[config.mk]
export PLATFORM = sky130hd
export DESIGN_NAME = bounded_indexed_list
export DESIGN_NICKNAME = d
export VERILOG_FILES = /design/src/sv/bil_pkg.sv /design/src/sv/bounded_indexed_list.sv /design/src/sv/bil_ram.sv
export SDC_FILE = /design/constraint.sdc
export NUM_CORES = 1
export LEC_CHECK = 0
export BUFFER_PORTS_ARGS = -buffer_cell sky130_fd_sc_hd__clkbuf_2
export CORE_UTILIZATION = 55
export CTS_CLUSTER_SIZE = 28
export DETAILED_ROUTE_END_ITERATION = 6
export PLACE_DENSITY = 0.72
export SYNTH_ARGS = -nofsm -noshare
export SYNTH_HDL_FRONTEND = slang
export SYNTH_SLANG_ARGS = --single-unit
[constraint.sdc]
create_clock -name clk -period 6.5 [get_ports clk]
set_clock_uncertainty 0.2 [all_clocks]
set_input_delay 0.65 -clock clk [delete_from_list [all_inputs] [get_ports clk]]
set_output_delay 0.65 -clock clk [all_outputs]
set_load 0.01 [all_outputs]
[src/sv/bil_pkg.sv]
// constants and request/status codes for the bounded indexed list
package bil_pkg;

  localparam int CAPACITY   = 16;
  localparam int DATA_WIDTH = 32;
  localparam int ADDR_W     = $clog2(CAPACITY);
  localparam int CNT_W      = $clog2(CAPACITY + 1);

  localparam logic [2:0] KIND_APPEND  = 3'd0;
  localparam logic [2:0] KIND_INSERT  = 3'd1;
  localparam logic [2:0] KIND_PREPEND = 3'd2;
  localparam logic [2:0] KIND_POP     = 3'd3;
  localparam logic [2:0] KIND_DELETE  = 3'd4;
  localparam logic [2:0] KIND_REMOVE  = 3'd5;
  localparam logic [2:0] KIND_FIND    = 3'd6;
  localparam logic [2:0] KIND_READ    = 3'd7;

  localparam logic [1:0] ST_OK    = 2'd0;
  localparam logic [1:0] ST_FULL  = 2'd1;
  localparam logic [1:0] ST_EMPTY = 2'd2;
  localparam logic [1:0] ST_RANGE = 2'd3;

endpackage

[src/sv/bounded_indexed_list.sv]
// bounded indexed list: packed list of words with a one-word-per-cycle walker
//
// input channel (in_valid/in_stall) takes one request word: kind, index, value.
// output channel (out_valid/out_stall) returns one result word per request.
// the list lives in a 16-entry ram with one write and one registered read port;
// a small sequencer walks it one stored word per cycle.
// words walked per request (n = length before the request):
//   append, insert at the end and refused requests: no walk, straight to done
//   insert/prepend inside the list and delete: n-index words, pop/read: one word
//   remove all and find: n words (no walk on an empty list)
// the ram read port sets the walk: one stored word is read per cycle, then
// the last read data arrives, the walk closes and the result is loaded.
// in_stall is high from accept until the result is loaded into the output
// register, so at most one request is in flight; the next one can be taken the
// cycle after the result is loaded.
// if the receiver stalls, the result word holds and a finished request waits
// in the done state until the output register frees.
// reset empties the list (length zero) and drops any pending result; the ram
// contents are left as they are since only positions below the length are read.
module bounded_indexed_list (
  input  logic                        clk,
  input  logic                        rst,
  input  logic                        in_valid,
  output logic                        in_stall,
  input  logic [2:0]                  kind,
  input  logic [3:0]                  index,
  input  logic [31:0]                 value,
  output logic                        out_valid,
  input  logic                        out_stall,
  output logic [31:0]                 data_out,
  output logic [3:0]                  position,
  output logic                        found,
  output logic [4:0]                  removed_count,
  output logic [4:0]                  length_now,
  output logic                        empty_res,
  output logic [1:0]                  status
);

  import bil_pkg::*;

  localparam logic [1:0] S_IDLE = 2'd0;
  localparam logic [1:0] S_WALK = 2'd1;
  localparam logic [1:0] S_DONE = 2'd2;

  logic [1:0]            state;
  logic [CNT_W-1:0]      count;
  logic [2:0]            op;
  logic [ADDR_W-1:0]     idx;
  logic [DATA_WIDTH-1:0] val;
  logic [1:0]            st;
  logic [DATA_WIDTH-1:0] dat;
  logic [ADDR_W-1:0]     pos;
  logic                  fnd;
  logic [CNT_W-1:0]      rem;
  logic [CNT_W-1:0]      wpos;
  logic [ADDR_W-1:0]     ptr;
  logic [CNT_W-1:0]      left;
  logic                  down;
  logic                  pv;
  logic [ADDR_W-1:0]     pi;

  logic                  we;
  logic [ADDR_W-1:0]     waddr;
  logic [DATA_WIDTH-1:0] wdata;
  logic [DATA_WIDTH-1:0] rdata;

  logic                  accept;
  logic [ADDR_W-1:0]     idx_in;
  logic [CNT_W-1:0]      idx_in_w;
  logic                  full;
  logic                  list_empty;
  logic                  ins_kind;
  logic                  ins_ok;
  logic                  walk_end;
  logic                  match;

  assign in_stall   = (state != S_IDLE);
  assign accept     = in_valid && !in_stall;
  assign ins_kind   = (kind == KIND_INSERT) || (kind == KIND_PREPEND);
  assign idx_in     = (kind == KIND_PREPEND) ? '0 : index[ADDR_W-1:0];
  assign idx_in_w   = CNT_W'(idx_in);
  assign full       = (count >= CNT_W'(CAPACITY));
  assign list_empty = (count == '0);
  assign ins_ok     = !full && (idx_in_w <= count);
  assign walk_end   = (state == S_WALK) && (left == '0) && !pv;
  assign match      = (rdata == val);

  // single write port: append/direct insert, walk moves, final insert
  always_comb begin
    we    = 1'b0;
    waddr = count[ADDR_W-1:0];
    wdata = rdata;
    if (accept && kind == KIND_APPEND && !full) begin
      we    = 1'b1;
      wdata = value[DATA_WIDTH-1:0];
    end else if (accept && ins_kind && ins_ok && idx_in_w == count) begin
      we    = 1'b1;
      waddr = idx_in;
      wdata = value[DATA_WIDTH-1:0];
    end else if (state == S_WALK && pv) begin
      case (op)
        KIND_INSERT, KIND_PREPEND: begin
          we    = 1'b1;
          waddr = pi + 1'b1;
        end
        KIND_DELETE: begin
          we    = (pi != idx);
          waddr = pi - 1'b1;
        end
        KIND_REMOVE: begin
          we    = !match;
          waddr = wpos[ADDR_W-1:0];
        end
        default: begin
          we = 1'b0;
        end
      endcase
    end else if (walk_end && (op == KIND_INSERT || op == KIND_PREPEND)) begin
      we    = 1'b1;
      waddr = idx;
      wdata = val;
    end
  end

  bil_ram #(
    .WIDTH (DATA_WIDTH),
    .DEPTH (CAPACITY)
  ) u_ram (
    .clk   (clk),
    .we    (we),
    .waddr (waddr),
    .wdata (wdata),
    .raddr (ptr),
    .rdata (rdata)
  );

  always_ff @(posedge clk) begin
    if (rst) begin
      state     <= S_IDLE;
      count     <= '0;
      out_valid <= 1'b0;
      pv        <= 1'b0;
      left      <= '0;
    end else begin
      // the done state reloads the output register itself
      if (out_valid && !out_stall && state != S_DONE) begin
        out_valid <= 1'b0;
      end
      case (state)
        S_IDLE: begin
          if (accept) begin
            op   <= kind;
            idx  <= idx_in;
            val  <= value[DATA_WIDTH-1:0];
            st   <= ST_OK;
            dat  <= '0;
            pos  <= '0;
            fnd  <= 1'b0;
            rem  <= '0;
            wpos <= '0;
            pv   <= 1'b0;
            left <= '0;
            down <= 1'b0;
            ptr  <= '0;
            state <= S_DONE;
            case (kind)
              KIND_APPEND: begin
                if (full) begin
                  st <= ST_FULL;
                end else begin
                  count <= count + 1'b1;
                end
              end
              KIND_INSERT, KIND_PREPEND: begin
                if (full) begin
                  st <= ST_FULL;
                end else if (idx_in_w > count) begin
                  st <= ST_RANGE;
                end else if (idx_in_w == count) begin
                  count <= count + 1'b1;
                end else begin
                  // move the tail up, highest word first
                  ptr   <= ADDR_W'(count - 1'b1);
                  left  <= count - idx_in_w;
                  down  <= 1'b1;
                  state <= S_WALK;
                end
              end
              KIND_POP: begin
                if (list_empty) begin
                  st <= ST_EMPTY;
                end else begin
                  ptr   <= ADDR_W'(count - 1'b1);
                  left  <= CNT_W'(1);
                  state <= S_WALK;
                end
              end
              KIND_DELETE: begin
                if (list_empty) begin
                  st <= ST_EMPTY;
                end else if (idx_in_w >= count) begin
                  st <= ST_RANGE;
                end else begin
                  ptr   <= idx_in;
                  left  <= count - idx_in_w;
                  state <= S_WALK;
                end
              end
              KIND_REMOVE, KIND_FIND: begin
                if (!list_empty) begin
                  left  <= count;
                  state <= S_WALK;
                end
              end
              default: begin
                if (idx_in_w >= count) begin
                  st <= ST_RANGE;
                end else begin
                  ptr   <= idx_in;
                  left  <= CNT_W'(1);
                  state <= S_WALK;
                end
              end
            endcase
          end
        end
        S_WALK: begin
          // issue the next read
          if (left != '0) begin
            pv   <= 1'b1;
            pi   <= ptr;
            ptr  <= down ? ptr - 1'b1 : ptr + 1'b1;
            left <= left - 1'b1;
          end else begin
            pv <= 1'b0;
          end
          // handle the word read last cycle
          if (pv) begin
            case (op)
              KIND_POP, KIND_READ: begin
                dat <= rdata;
              end
              KIND_DELETE: begin
                if (pi == idx) begin
                  dat <= rdata;
                end
              end
              KIND_REMOVE: begin
                if (match) begin
                  rem <= rem + 1'b1;
                end else begin
                  wpos <= wpos + 1'b1;
                end
              end
              KIND_FIND: begin
                if (match && !fnd) begin
                  fnd <= 1'b1;
                  pos <= pi;
                end
              end
              default: begin
              end
            endcase
          end
          if (walk_end) begin
            state <= S_DONE;
            case (op)
              KIND_INSERT, KIND_PREPEND: count <= count + 1'b1;
              KIND_POP, KIND_DELETE:     count <= count - 1'b1;
              KIND_REMOVE:               count <= wpos;
              default: begin
              end
            endcase
          end
        end
        S_DONE: begin
          if (!out_valid || !out_stall) begin
            out_valid     <= 1'b1;
            data_out      <= 32'(dat);
            position      <= 4'(pos);
            found         <= fnd;
            removed_count <= 5'(rem);
            length_now    <= 5'(count);
            empty_res     <= (count == '0);
            status        <= st;
            state         <= S_IDLE;
          end
        end
        default: begin
          state <= S_IDLE;
        end
      endcase
    end
  end

endmodule

[src/sv/bil_ram.sv]
// generic single-write, single-read ram with registered read data
module bil_ram #(
  parameter int WIDTH = 32,
  parameter int DEPTH = 16
) (
  input  logic                     clk,
  input  logic                     we,
  input  logic [$clog2(DEPTH)-1:0] waddr,
  input  logic [WIDTH-1:0]         wdata,
  input  logic [$clog2(DEPTH)-1:0] raddr,
  output logic [WIDTH-1:0]         rdata
);

  logic [WIDTH-1:0] mem [DEPTH];

  always_ff @(posedge clk) begin
    if (we) begin
      mem[waddr] <= wdata;
    end
    rdata <= mem[raddr];
  end

endmodule
==> impl_metrics.ini, run 1 <==
[clock_network]
h-tree-depth = 3
cts_max_path_buffers = 3
clkTransAtPathRegs_ns = 0.06
clk_latency_ns = 0.62
cts-hold-fix-buffers = 0
clockRootBuffer = clkbuf_16
cts_resized = 0
cts_setup_buffers = 0
cts_made_buffers = 73
cts_tree = yes
clkSinkCount = 705

[worst_setup_path]
cp-end-kind = flip-flop
critPathTopFamily = simple AND/OR/NAND/NOR gates
cp_slowest_stage_delay_ns = 0.90
rr_endpoint = u_ram.mem[12][15]
crit_arrival_ns = 4.91
reg2reg_depth = 10
cp.required_ns = 6.60
r2r-start = op[0]
r2r_slack_ns = 1.69
crit_buf_inv = 1
start_kind = flip-flop
path_cells = or3b_1 -> fa_1 -> nor2_1 -> o21ai_0 -> a21oi_1 -> nor4_1 -> o41a_2 -> nand3b_1 -> nor2_4 -> buf_4
critPathMaxFanout = 22
slowest_stage = nor2_4
critPathKind = flip-flop to flip-flop

[drt]
drt_wl_total_mm = 61.9
vias_per_cell = 6.11
remaining_drc_errors = 0
vias = 14400
dr.pass1.iters = 7
wl_per_cell_um = 26.3
ant_nets = 0
drt-initial-drc-count = 1378

[final_layout]
diodes = 0
fin_area_um2 = 31900
drive_above_1_share = 0.272
area_delta_synth_final_pct = 14.0
fillers = 3358
nets = 1680

[die]
die_w_um = 228
die_area_um2 = 51800
rows = 82
start_util = 0.558
core_um2 = 50200
fp.dieH_um = 228
io-pin-count = 95

[timing]
tns_ns = 0
tightest_slew_ns = 1.19
rsz0062_at_grt = no
fin_crit_sh = 0.740
setup-violations-final = 0
finalHoldViolCount = 0
final-max-slew-violation-count = 0
period_minus_slack_ns = 4.81
fmax_mhz = 208
maxSlewHeadroom = 0.199

[hold_path]
min_from = value[3]
hold_path.class = primary input to flip-flop
hold_path_end = val[3]
hold_depth = 1

[global_routing]
grtUsageMet2 = 0.405
use_met3 = 0.0373
grt_pass1_vias = 14600
met1_usage = 0.358
grt_first_pass_wirelength_mm = 92.8
grt_antenna_before_repair = 0
grt_max_degree = 131
busiest_layer = met2
track_usage = 0.250
grt_overflow_total = 0

[synth]
ys_ff_latch = 705
synthDistinctLibCells = 68
yosys.area.top_type = edfxtp_1
synth-main-ff-cell = edfxtp_1
synthTopCellsByCount = edfxtp_1 (659), mux4_2 (160), nand2_1 (78)
synth_most_common_cell = edfxtp_1
async_flop_share = 0
yosys.area.top_type_share = 0.707
synth_edf_count = 659
syn-num-nets = 1531
ys.warnings.count = 0
netlist_instances = 1472
ys_top_cells_by_area = edfxtp_1 (71%), mux4_2 (13%), dfxtp_1 (3.3%), mux2i_1 (1.3%), xnor2_1 (1.2%)
yosysSeqAreaShare = 0.740
avgSynthCellArea_um2 = 19.0
syn_area_um2 = 28000

[run_status]
outcome = complete, no violations

[power_and_ir_drop]
p_leak_nw = 10.3
power.density_nw_per_um2 = 336
ir_worst_vdd_mv = 0.237

[job]
drv_cap = 0

[placed_design]
post-dp-hpwl_mm = 37.5
post_dp_cell_area_um2 = 29600
gp_routability_congestion = 0.903
io_buffer_count = 94
## placed cells by master (no fill, tap or decap), drive strengths merged, types with 11 or more instances in the layout
master	netlist	routed
clkinv	1	31
nand2	78	78
nor3	11	11
ha	13	13
xor2	15	15
nand3	13	13
and2	42	42
edfxtp	659	659
o21ai	52	52
mux4	160	160
inv	22	28
mux2i	35	35
clkbuf	58	179
dfxtp	46	46
nor2	60	60
buf	20	58
xnor2	39	39
a21oi	33	33
## where the power goes
group	switching [mW]	total (mW)	internal (mW)
Combinational	0.738	1.20	0.459
Clock	1.72	4.06	2.34
Sequential	0.124	5.47	5.35
Total	2.58	10.7	8.15
## worst max-delay path by stage
stage	startpoint	end	cells after the start
final	op[0]	u_ram.mem[12][15]	10
after global routing	op[0]	u_ram.mem[12][15]	10
after CTS	op[0]	u_ram.mem[12][15]	10
after detailed placement	kind[2]	u_ram.mem[12][13]	13
after global placement	kind[2]	u_ram.mem[12][21]	13
after floorplan	kind[1]	u_ram.mem[11][0]	10
## area by class of cell
cell class                      instances  area (µm²)  area share
Clock inverter                         48         433      0.0136
Clock buffer                           85        1890      0.0593
Tap cell                              672         841      0.0264
Inverter                               23        86.3     0.00271
Sequential cell                       705       20700       0.649
Multi-Input combinational cell        666        6990       0.219
Timing Repair Buffer                  152         943      0.0296
## metrics by stage
step / worst slack (ns) / utilization / power, mW / std cells / hold slack [ns]
after global placement: 1.43 / 0.589 / 6.73 / 2216 / 0.200
after global routing: 1.54 / 0.636 / 11.1 / 2351 / 0.0124
after detailed placement: 1.32 / 0.589 / 6.76 / 2218 / 0.205
after CTS: 1.75 / 0.636 / 10.8 / 2351 / 0.00647
after floorplan: 0.619 / - / 6.29 / 1472 / 0.200
final: 1.69 / 0.636 / 10.7 / 2351 / 0.0336
## logic make-up after synthesis
group / after synthesis / synth area share
fa+ha+maj: 17 / 0.00832
mux: 196 / 0.142
xor+xnor: 54 / 0.0169
simple gates: 257 / 0.0460
compound gates: 142 / 0.0326
buf+inv: 101 / 0.0141
flops: 705 / 0.740
## registers in the layout, summed over array words and instances, names as in the netlist, 32 cells and up
| signal | flops |
|---|---|
| u_ram.mem | 512 |
| dat | 32 |
| data_out | 32 |
| u_ram.rdata | 32 |
| val | 32 |
## layer usage
metal  part of all wire  wire length (µm)
met1               0.43             26400
met2               0.50             30700
met3              0.055              3430
met4              0.021              1320
met5                  0                 0
Power figures use the tool's default switching activity.
==> inputs of run 2 (changes only) <==
Clock period 6.5 ns to 4.79 ns, I/O delays scaled along.
==> run 2 against run 1 <==
Net effect:
- first-iteration DRC count is 22% higher
- register-to-register slack worse by 1.2 ns
- die area stayed put
- sequential share of layout area is 1.3 points lower
- utilization is 1.3 points higher
- global-route usage is 0.34 points higher
- wire length is 1.4% higher
- non-clock buffer count is 53 higher
- sequential power is 35% higher
- clock power is 39% higher
- sequential cell count stayed put
- final area is 2.0% higher
- critical endpoint is now u_ram.mem[8][17]
- highest routed layer unchanged
==> impl_metrics.ini, run 2 (synthesis gave the netlist of run 1 again) <==
[clock_network]
clk_latency_ns = 0.61
clockRootBuffer = clkbuf_16
cts_made_buffers = 71
cts_resized = 0
h-tree-depth = 3
cts_tree = yes
clkSinkCount = 705
cts_setup_buffers = 0
clkTransAtPathRegs_ns = 0.06
cts_max_path_buffers = 3
cts-hold-fix-buffers = 35

[worst_setup_path]
crit_arrival_ns = 4.42
cp-end-kind = flip-flop
cp.required_ns = 4.83
reg2reg_depth = 11
crit_top_cell = nand2_1
r2r-start = op[2]
cp_slowest_stage_delay_ns = 0.52
path_cells = dlygate4sd3_1 -> clkbuf_2 -> or3b_2 -> nand2_1 -> inv_1 -> ha_1 -> and4_1 -> nand2_1 -> o31a_1 -> o32ai_1 -> o21ai_2 -> nand2b_1 -> nor2_4 -> buf_4
critPathKind = primary input to flip-flop
critPathMaxFanout = 23
rr_endpoint = u_ram.mem[1][9]
r2r_slack_ns = 0.49
slowest_stage = dlygate4sd3_1
start_kind = primary input

[drt]
drt_wl_total_mm = 62.8
wl_per_cell_um = 26.2
vias_per_cell = 6.04
drt-initial-drc-count = 1680
vias = 14500
dr.pass1.iters = 5
ant_nets = 0
remaining_drc_errors = 0

[timing]
finalHoldViolCount = 0
rsz0062_at_grt = no
worst_slack_ns = 0.414
fmax_mhz = 229
final-max-slew-violation-count = 0
tightest_slew_ns = 1.16
setup-violations-final = 0
period_minus_slack_ns = 4.38
maxSlewHeadroom = 0.228
fin_crit_sh = 0.914

[power_and_ir_drop]
ir_worst_vdd_mv = 0.366
power.density_nw_per_um2 = 453
p_leak_nw = 10.7
report.power.total_mw = 14.7

[global_routing]
grt_antenna_before_repair = 0
track_usage = 0.253
grt_first_pass_wirelength_mm = 93.4
grt_overflow_total = 0
grt_pass1_vias = 14700
grt_max_degree = 66

[final_layout]
regMostFlops = u_ram.mem
stdcell_count = 2402
area_delta_synth_final_pct = 16.3
final_common_cell = edfxtp_1
drive_above_1_share = 0.273
seq_area_um2 = 20700
fillers = 3334
layout_common_cells = edfxtp_1 (659), mux4_2 (160), clkbuf_2 (94)
nets = 1731
largest_register_ffs = 512
multi_input_area_um2 = 7010
diodes = 0

[hold_path]
hold_path_end = idx[3]
hold_path.class = primary input to flip-flop
min_from = index[3]
hold_depth = 3

[placed_design]
post-dp-hpwl_mm = 38.6
pre_cts_ws_ns = 0.416
io_buffer_count = 94
gp_routability_congestion = 0.925
dp.cells = 2236

[die]
die_w_um = 228
core_um2 = 50200
die_area_um2 = 51800
fp.dieH_um = 228
rows = 82
io-pin-count = 95
start_util = 0.558

[run_status]
outcome = complete, no violations

[job]
drv_cap = 0
==> run 2: changes by cell type in the layout (fill, tap and decap cells not counted), moves of 5 or more <==
cell | before | now
buf_12 | 3 | 10
clkbuf_1 | 11 | 17
clkinv_1 | 15 | 9
o21ai_1 | 11 | 5
o21ai_0 | 39 | 45
clkinvlp_4 | 6 | 1
buf_4 | 55 | 66
dlygate4sd3_1 | 0 | 35
==> run 2: where the power goes <==
| group | total (mW) | leakage [nW] | internal, mW | switching [mW] |
|---|---|---|---|---|
| logic | 1.69 | 3.11 | 0.665 | 1.03 |
| registers | 7.41 | 6.37 | 7.25 | 0.163 |
| clock network | 5.64 | 1.17 | 3.36 | 2.27 |
| total | 14.7 | 10.7 | 11.3 | 3.47 |
==> run 2: layout make-up <==
| cell class | instances | share of cell area |
|---|---|---|
| clock inverters | 37 | 0.0132 |
| well taps | 672 | 0.0258 |
| flip-flops and latches | 705 | 0.637 |
| repair buffers | 205 | 0.0466 |
| clock buffers | 94 | 0.0598 |
| multi-input cells | 666 | 0.215 |
| inverters | 23 | 0.00265 |
==> run 2: worst max-delay path: cells and delay by family <==
kind	cells	cell delay, ns
AO/OA/AOI/OAI	3	0.71
AND/OR/NAND/NOR	6	1.63
buffers and inverters	4	1.24
adder cells (fa/ha/maj)	1	0.31
==> run 2: worst max path at each step <==
stage	slack, ns	to	from
floorplan	-0.85	u_ram.mem[9][0]	kind[1]
global placement	0.51	u_ram.mem[8][17]	kind[1]
detailed placement	0.42	u_ram.mem[8][18]	kind[1]
CTS	0.48	u_ram.mem[8][17]	kind[1]
global route	0.29	u_ram.mem[8][16]	kind[1]
finish	0.41	u_ram.mem[8][17]	kind[1]
==> run 2: through the flow <==
| stage | cell area, µm² | utilization | hold slack, ns | TNS [ns] |
|---|---|---|---|---|
| after floorplan | 28000 | - | 0.200 | -59.70 |
| after global placement | 29800 | 0.594 | 0.200 | 0 |
| after detailed placement | 29800 | 0.594 | 0.205 | 0 |
| after CTS | 32500 | 0.648 | 0.0715 | 0 |
| after global routing | 32500 | 0.648 | 0.104 | 0 |
| final | 32500 | 0.648 | 0.109 | 0 |
==> run 2: routing by layer <==
metal / up-vias / global-route usage / part of all wire
met4: 0 / 0.0859 / 0.031
met2: 612 / 0.404 / 0.49
met5: - / 0 / 0
li1: 6314 / - / -
met1: 7452 / 0.356 / 0.41
met3: 126 / 0.0447 / 0.067
